`src/hw/rtl/scip_pkg.sv`:
```
// Shared constants and types for the shutter curve interpolator.
`timescale 1ns / 1ps
`default_nettype none

package scip_pkg;

   localparam int DATA_W         = 16;
   localparam int CNT_W          = 5;
   localparam int PIDX_W         = 4;
   localparam int CSR_IDX_W      = 2;
   localparam int MAX_POINTS_DEF = 16;
   localparam int DIV_STEPS      = DATA_W;
   localparam int DIV_CNT_W      = $clog2(DIV_STEPS);

   typedef logic [DATA_W-1:0] data_type;

   localparam data_type WEIGHT_ONE  = data_type'(16'h0100);
   localparam data_type WEIGHT_ZERO = '0;

   localparam logic [CSR_IDX_W-1:0] CSR_SPAN_START  = 2'd0;
   localparam logic [CSR_IDX_W-1:0] CSR_SPAN_END    = 2'd1;
   localparam logic [CSR_IDX_W-1:0] CSR_POINT_COUNT = 2'd2;

   localparam logic REQ_LOAD  = 1'b0;
   localparam logic REQ_QUERY = 1'b1;

   localparam data_type  SPAN_START_RST  = '0;
   localparam data_type  SPAN_END_RST    = '1;
   localparam logic [CNT_W-1:0] POINT_COUNT_RST = 5'd2;

   typedef enum logic [8:0] {
      ST_IDLE     = 9'b000000001,
      ST_SRCH     = 9'b000000010,
      ST_FETCH_LO = 9'b000000100,
      ST_FETCH_HI = 9'b000001000,
      ST_CAPT     = 9'b000010000,
      ST_MUL      = 9'b000100000,
      ST_PREP     = 9'b001000000,
      ST_DIV      = 9'b010000000,
      ST_DONE     = 9'b100000000
   } state_type;

endpackage

`default_nettype wire

```
`src/hw/rtl/shutter_curve_interpolator_core.sv`:
```
// Piecewise-linear shutter weight curve: point table, search, interpolation.
// Load: accepted while idle, no result beat.
// Query outside the span or on a zero-length span: goes straight to ST_DONE, result registered once the output is free.
// Interpolated query: the search reads
// one table entry per cycle through a single read port and the divider retires one bit per cycle.
// One query at a time. Synchronous reset restores the state, valid flags and CSRs; the table is not cleared.
`timescale 1ns / 1ps
`default_nettype none

module shutter_curve_interpolator_core #(
   parameter int MAX_POINTS = scip_pkg::MAX_POINTS_DEF
) (
   input  wire                                  clock,
   input  wire                                  reset,
   input  wire                                  req_valid,
   output logic                                 req_stall,
   input  wire                                  req_type,
   input  wire  [scip_pkg::PIDX_W-1:0]          req_point_index,
   input  wire  [scip_pkg::DATA_W-1:0]          req_point_time,
   input  wire  [scip_pkg::DATA_W-1:0]          req_point_weight,
   input  wire  [scip_pkg::DATA_W-1:0]          req_query_time,
   output logic                                 rsp_valid,
   input  wire                                  rsp_stall,
   output logic [scip_pkg::DATA_W-1:0]          rsp_weight,
   input  wire                                  csr_valid,
   output logic                                 csr_ready,
   input  wire  [scip_pkg::CSR_IDX_W-1:0]       csr_index,
   input  wire  [scip_pkg::DATA_W-1:0]          csr_data
);
   import scip_pkg::*;

   localparam int IDX_W = (MAX_POINTS > 2) ? $clog2(MAX_POINTS) : 1;
   localparam int N_W   = $clog2(MAX_POINTS + 1);
   localparam int CW    = (N_W > CNT_W) ? N_W : CNT_W;

   // table
   data_type times_mem   [MAX_POINTS];
   data_type weights_mem [MAX_POINTS];
   data_type rd_time_ff, rd_weight_ff;
   logic [IDX_W-1:0] rd_addr;

   state_type state_ff, state_in;
   data_type span_start_ff, span_end_ff;
   logic [CNT_W-1:0] point_count_ff;

   logic [IDX_W-1:0] issue_ff, issue_in;
   logic [IDX_W-1:0] chk_idx_ff, chk_idx_in;
   logic chk_valid_ff, chk_valid_in;
   logic [IDX_W-1:0] u_ff, u_in;
   data_type q_ff, q_in;
   data_type t0_ff, t0_in, w0_ff, w0_in;
   data_type den_ff, den_in, dist_ff, dist_in, diff_ff, diff_in;
   logic up_ff, up_in;
   logic [2*DATA_W-1:0] prod_ff, prod_in;
   data_type rem_ff, rem_in, num_lo_ff, num_lo_in, quo_ff, quo_in;
   logic [DIV_CNT_W-1:0] div_cnt_ff, div_cnt_in;
   data_type result_ff, result_in;
   logic rsp_valid_ff, rsp_valid_in;
   data_type rsp_weight_ff, rsp_weight_in;

   logic req_accept, load_en, out_free;
   logic [CW-1:0] cnt_ext, n_cl;
   logic [IDX_W-1:0] last_idx;
   logic [DATA_W:0] trial, rem_sub;
   logic [2*DATA_W:0] num;
   data_type t1;

   assign req_stall  = (state_ff != ST_IDLE);
   assign req_accept = req_valid && !req_stall;
   assign load_en    = req_accept && (req_type == REQ_LOAD)
                       && (int'(req_point_index) < MAX_POINTS);
   assign csr_ready  = 1'b1;
   assign rsp_valid  = rsp_valid_ff;
   assign rsp_weight = rsp_weight_ff;
   assign out_free   = !rsp_valid_ff || !rsp_stall;

   assign cnt_ext  = CW'(point_count_ff);
   assign n_cl     = (cnt_ext < CW'(2)) ? CW'(2)
                   : (cnt_ext > CW'(MAX_POINTS)) ? CW'(MAX_POINTS) : cnt_ext;
   assign last_idx = IDX_W'(n_cl - CW'(1));

   assign t1      = rd_time_ff;
   assign trial   = {rem_ff, num_lo_ff[DATA_W-1]};
   assign rem_sub = trial - {1'b0, den_ff};
   assign num     = {1'b0, prod_ff}
                  + (up_ff ? '0 : (2*DATA_W+1)'(den_ff - data_type'(1)));

   always_ff @(posedge clock) begin
      if (load_en) begin
         times_mem[IDX_W'(req_point_index)]   <= req_point_time;
         weights_mem[IDX_W'(req_point_index)] <= req_point_weight;
      end
      rd_time_ff   <= times_mem[rd_addr];
      rd_weight_ff <= weights_mem[rd_addr];
   end

   always_comb begin
      unique case (state_ff)
         ST_FETCH_LO: rd_addr = u_ff - IDX_W'(1);
         ST_FETCH_HI: rd_addr = u_ff;
         default:     rd_addr = issue_ff;
      endcase
   end

   always_comb begin
      state_in     = state_ff;
      issue_in     = issue_ff;
      chk_idx_in   = chk_idx_ff;
      chk_valid_in = chk_valid_ff;
      u_in         = u_ff;
      q_in         = q_ff;
      t0_in        = t0_ff;
      w0_in        = w0_ff;
      den_in       = den_ff;
      dist_in      = dist_ff;
      diff_in      = diff_ff;
      up_in        = up_ff;
      prod_in      = prod_ff;
      rem_in       = rem_ff;
      num_lo_in    = num_lo_ff;
      quo_in       = quo_ff;
      div_cnt_in   = div_cnt_ff;
      result_in    = result_ff;
      rsp_valid_in = rsp_valid_ff && rsp_stall;
      rsp_weight_in = rsp_weight_ff;

      unique case (state_ff)
         ST_IDLE: begin
            if (req_accept && req_type == REQ_QUERY) begin
               q_in = req_query_time;
               if (req_query_time < span_start_ff || req_query_time > span_end_ff) begin
                  result_in = WEIGHT_ZERO;
                  state_in  = ST_DONE;
               end else if (span_start_ff == span_end_ff) begin
                  result_in = WEIGHT_ONE;
                  state_in  = ST_DONE;
               end else begin
                  issue_in     = '0;
                  chk_valid_in = 1'b0;
                  state_in     = ST_SRCH;
               end
            end
         end
         ST_SRCH: begin
            issue_in     = issue_ff + IDX_W'(1);
            chk_idx_in   = issue_ff;
            chk_valid_in = 1'b1;
            if (chk_valid_ff && (rd_time_ff > q_ff || chk_idx_ff == last_idx)) begin
               u_in     = (chk_idx_ff == '0) ? IDX_W'(1) : chk_idx_ff;
               state_in = ST_FETCH_LO;
            end
         end
         ST_FETCH_LO: state_in = ST_FETCH_HI;
         ST_FETCH_HI: begin
            t0_in    = rd_time_ff;
            w0_in    = rd_weight_ff;
            state_in = ST_CAPT;
         end
         ST_CAPT: begin
            den_in  = t1 - t0_ff;
            up_in   = (rd_weight_ff >= w0_ff);
            diff_in = (rd_weight_ff >= w0_ff) ? rd_weight_ff - w0_ff : w0_ff - rd_weight_ff;
            if (q_ff <= t0_ff)   dist_in = '0;
            else if (q_ff >= t1) dist_in = t1 - t0_ff;
            else                 dist_in = q_ff - t0_ff;
            if (t1 <= t0_ff) begin
               result_in = w0_ff;
               state_in  = ST_DONE;
            end else begin
               state_in = ST_MUL;
            end
         end
         ST_MUL: begin
            prod_in  = diff_ff * dist_ff;
            state_in = ST_PREP;
         end
         ST_PREP: begin
            rem_in     = num[2*DATA_W-1:DATA_W];
            num_lo_in  = num[DATA_W-1:0];
            quo_in     = '0;
            div_cnt_in = '0;
            state_in   = ST_DIV;
         end
         ST_DIV: begin
            num_lo_in  = num_lo_ff << 1;
            div_cnt_in = div_cnt_ff + DIV_CNT_W'(1);
            if (!rem_sub[DATA_W]) begin
               rem_in = rem_sub[DATA_W-1:0];
               quo_in = {quo_ff[DATA_W-2:0], 1'b1};
            end else begin
               rem_in = trial[DATA_W-1:0];
               quo_in = {quo_ff[DATA_W-2:0], 1'b0};
            end
            if (div_cnt_ff == DIV_CNT_W'(DIV_STEPS - 1)) begin
               result_in = up_ff ? w0_ff + quo_in : w0_ff - quo_in;
               state_in  = ST_DONE;
            end
         end
         ST_DONE: begin
            if (out_free) begin
               rsp_valid_in  = 1'b1;
               rsp_weight_in = result_ff;
               state_in      = ST_IDLE;
            end
         end
         default: state_in = ST_IDLE;
      endcase
   end

   always_ff @(posedge clock) begin
      if (reset) begin
         state_ff       <= ST_IDLE;
         rsp_valid_ff   <= 1'b0;
         chk_valid_ff   <= 1'b0;
         span_start_ff  <= SPAN_START_RST;
         span_end_ff    <= SPAN_END_RST;
         point_count_ff <= POINT_COUNT_RST;
      end else begin
         state_ff     <= state_in;
         rsp_valid_ff <= rsp_valid_in;
         chk_valid_ff <= chk_valid_in;
         if (csr_valid && csr_ready) begin
            unique case (csr_index)
               CSR_SPAN_START:  span_start_ff  <= csr_data;
               CSR_SPAN_END:    span_end_ff    <= csr_data;
               CSR_POINT_COUNT: point_count_ff <= csr_data[CNT_W-1:0];
               default: ;
            endcase
         end
      end
   end

   always_ff @(posedge clock) begin
      issue_ff      <= issue_in;
      chk_idx_ff    <= chk_idx_in;
      u_ff          <= u_in;
      q_ff          <= q_in;
      t0_ff         <= t0_in;
      w0_ff         <= w0_in;
      den_ff        <= den_in;
      dist_ff       <= dist_in;
      diff_ff       <= diff_in;
      up_ff         <= up_in;
      prod_ff       <= prod_in;
      rem_ff        <= rem_in;
      num_lo_ff     <= num_lo_in;
      quo_ff        <= quo_in;
      div_cnt_ff    <= div_cnt_in;
      result_ff     <= result_in;
      rsp_weight_ff <= rsp_weight_in;
   end

endmodule

`default_nettype wire
```
`config.mk`:
```
export PLATFORM = sky130hd
export DESIGN_NAME = shutter_curve_interpolator_core
export DESIGN_NICKNAME = d
export VERILOG_FILES = /design/src/hw/rtl/scip_pkg.sv /design/src/hw/rtl/shutter_curve_interpolator_core.sv
export SDC_FILE = /design/constraint.sdc
export NUM_CORES = 2
export LEC_CHECK = 0
export BUFFER_PORTS_ARGS = -buffer_cell sky130_fd_sc_hd__buf_2
export CAP_MARGIN = 20
export CORE_UTILIZATION = 46
export CTS_CLUSTER_DIAMETER = 200
export DETAILED_ROUTE_END_ITERATION = 10
export PLACE_DENSITY = 0.64
export SLEW_MARGIN = 20
export SYNTH_ARGS = -nofsm -noshare
export SYNTH_HDL_FRONTEND = slang
export SYNTH_SLANG_ARGS = --single-unit
```
`constraint.sdc`:
```
create_clock -name clock -period 13.5 [get_ports clock]
set_clock_uncertainty 0.15 [all_clocks]
set_input_delay 0.675 -clock clock [delete_from_list [all_inputs] [get_ports clock]]
set_output_delay 0.675 -clock clock [all_outputs]
set_load 0.02 [all_outputs]
```
==> impl_metrics.csv <==
group,metric,value,unit
placement,numPortBuffers,93,
clocking,cts_setup_buffers,0,
die,dieHeight,323,µm
clocking,h-tree-depth,3,
worst_setup_path,slowest_stage,"edfxtp_1",
clocking,cts_tree,"yes",
yosys,yosysWarnings,0,
worst_setup_path,crit_family,"adder cells",
yosys,synth_top_cell_by_area,"edfxtp_1",
global_route,grt_max_degree,103,
worst_setup_path,crit_type,"reg -> reg",
die,io_pins,95,
cells_and_area,fillers,8898,
routing,drc,0,
routing,avgViaCountPerCell,5.40,
cells_and_area,final_common_cell,"edfxtp_1",
die,dieArea,0.104,mm²
routing,totalWireLength,110000,µm
yosys,yosys.area.top_type_share,0.467,
clocking,cts.hold.buffers_added,0,
global_route,grt-ovfl-total,0,
min_path,min_delay_path_depth,2,
die,rows,117,
worst_setup_path,worstPathCellList,"and2_1, fa_1, inv_1, fa_1, fa_1, inv_1, ha_1, fa_1, inv_1, fa_1, inv_1, ha_1, nor4_1, o211ai_1, o2111ai_1, a32o_1, o21ai_1, a211oi_1, o21ai_1, a21boi_1, o21bai_1, xnor2_1",
min_path,hold_path.class,"in -> reg",
routing,ant_nets,0,
worst_setup_path,path_buf_inv,4,
routing,vias,29100,
sta,clock.fmax,0.145,GHz
routing,dr.pass1.iters,6,
yosys,ys_types,83,
die,dieWidth,323,µm
global_route,grt_usage,0.214,
sta,period_share,0.509,
yosys,ys_ff_latch,816,
sta,finalHoldViolCount,0,
yosys,ys.flop_type,"edfxtp_1",
cells_and_area,drive_above_1_share,0.0803,
yosys,ys_seq_area_frac,0.500,
worst_setup_path,slowest_delay,0.65,ns
clocking,clk_path_buf_depth,3,
sta,slew_headroom,0.303,
yosys,synth_area,0.0474,mm²
die,start_util,0.465,
worst_setup_path,crit_path_max_fanout,16,
worst_setup_path,start_kind,"register",
clocking,clk_pin_slew,0.06,ns
worst_setup_path,cp.required,13.76,ns
power_and_ir_drop,power.density,120,mW/mm²
cells_and_area,area_growth,10.8,%
placement,routabilityCongestion,0.913,
cells_and_area,final_area,0.0525,mm²
sta,setup-tns-final,0,ns
clocking,cts.sinks,816,
sta,tightest_slew,1.04,ns
cells_and_area,ff_latch_area,0.0237,mm²
power_and_ir_drop,p_leak,20.8,nW
clocking,cts_root_buffer,"clkbuf_16",
placement,place_area,0.0495,mm²
global_route,grt_pass1_vias,29200,
clocking,cts_resized,0,
yosys,ys_top_cells_by_area,"edfxtp_1 47%, mux2i_1 11%, fa_1 8.5%",
worst_setup_path,cp.arrival,7.13,ns
global_route,grt_antenna_before_repair,9,
routing,wl_per_cell,20.4,µm
worst_setup_path,worstSetupEndpointType,"register",
power_and_ir_drop,ir_worst_vdd,0.0000962,V
cells_and_area,mostFrequentLayoutCells,"736 x edfxtp_1, 507 x mux2i_1, 383 x inv_1",
placement,hpwlAfterDp,74900,µm
sta,grt_setup_unrepaired,"false",
sta,slew_violations,0,
yosys,avgSynthCellArea,12.3,µm²
yosys,synthArstFlopShare,0,
status,status,"completed",
yosys,synth_edf_count,736,
clocking,worstSkewPairLatency,0.67,ns
sta,min_period,6.87,ns
worst_setup_path,cp_num_cells,22,
worst_setup_path,crit_top_cell,"fa_1",
worst_setup_path,r2r_cells,22,
flow_run,max-cap-violations,0,
die,core_area,0.102,mm²
cells_and_area,multi_input_area,0.0218,mm²
routing,drtIter0Drc,1849,
yosys,synth_cells,3865,
clocking,cts_buffers,89,
yosys,synthesis.nets,4424,
global_route,grt_pass1_wl,169000,µm
cells_and_area,nNetsFinal,4513,
cells_and_area,reg_top3,"times_mem (256), weights_mem (256), prod_ff (32)",
sta,setup_viol,0,
==> cells by family (layout without fill, tap and decap cells) <==
family	after synthesis	count (layout)	share of synthesized area
muxes	511	511	0.108
adders and majority gates	483	483	0.159
AOI/OAI and AO/OA	542	542	0.0720
buffers and inverters	524	683	0.0432
other	1	6	0.0000792
xor gates and xnor gates	162	162	0.0300
and+or+nand+nor	826	826	0.0868
DFF	816	816	0.500
==> cell usage after synthesis (all sizes together), types with 6 or more instances <==
master / instances
nand4: 26
or2: 8
clkbuf: 73
or4: 8
a21o: 68
inv: 387
o211ai: 18
or3: 12
xnor2: 110
mux2i: 507
o21bai: 19
nor3: 41
buf: 63
nand2b: 28
o21a: 22
a21oi: 165
and2: 141
o21ai: 126
ha: 282
nor2b: 33
and3: 18
nor3b: 7
nand2: 279
a211o: 20
a21boi: 8
edfxtp: 736
fa: 201
nand3: 34
dfxtp: 80
a2111oi: 6
nor2: 158
o31ai: 8
a211oi: 18
nor4: 11
o311ai: 6
xor2: 52
nand3b: 7
a31oi: 24
==> power by group <==
| group | total (mW) | internal (mW) | leakage, nW | switching (mW) |
|---|---|---|---|---|
| sequential | 2.90 | 2.85 | 7.27 | 0.0514 |
| clock | 2.48 | 1.45 | 1.44 | 1.03 |
| combinational | 0.906 | 0.341 | 12.1 | 0.564 |
| total | 6.28 | 4.64 | 20.8 | 1.64 |
==> path summary, 6_finish.rpt <==
kind	from	to	slack (ns)
hold reg to reg	result_ff[3]	rsp_weight[3]	0.27
setup / recovery	diff_ff[6]	prod_ff[31]	6.63
setup reg to reg	diff_ff[6]	prod_ff[31]	6.63
hold / removal	csr_data[6]	span_end_ff[6]	0.09
==> per-layer routing <==
layer | part of all wire | up-vias | track usage
met2 | 0.48 | 636 | 0.356
li1 | - | 13900 | -
met1 | 0.44 | 14400 | 0.283
met4 | 0.031 | 6 | 0.0719
met5 | 0.00035 | - | 0
met3 | 0.048 | 175 | 0.0349
==> metrics by stage <==
step / setup WS, ns / hold WS [ns] / util / instances / power, mW
after floorplan: 7.37 / 0.250 / - / 3865 / 3.54
after global placement: 6.80 / 0.253 / 0.486 / 5231 / 3.85
after detailed placement: 6.72 / 0.255 / 0.486 / 5231 / 3.86
after CTS: 6.71 / 0.0453 / 0.515 / 5392 / 6.34
after global routing: 6.23 / 0.0600 / 0.515 / 5393 / 6.50
final: 6.63 / 0.0863 / 0.515 / 5397 / 6.28
==> area by class of cell <==
cell class,count,share of cell area
tap,1368,0.0326
clock buffer,116,0.0469
sequential,816,0.452
multi-input combinational,2525,0.416
clock inverter,45,0.0103
antenna,5,0.000238
timing repair buffer,134,0.0150
inverter,388,0.0277
No activity file was read; power rests on OpenSTA's default activity.
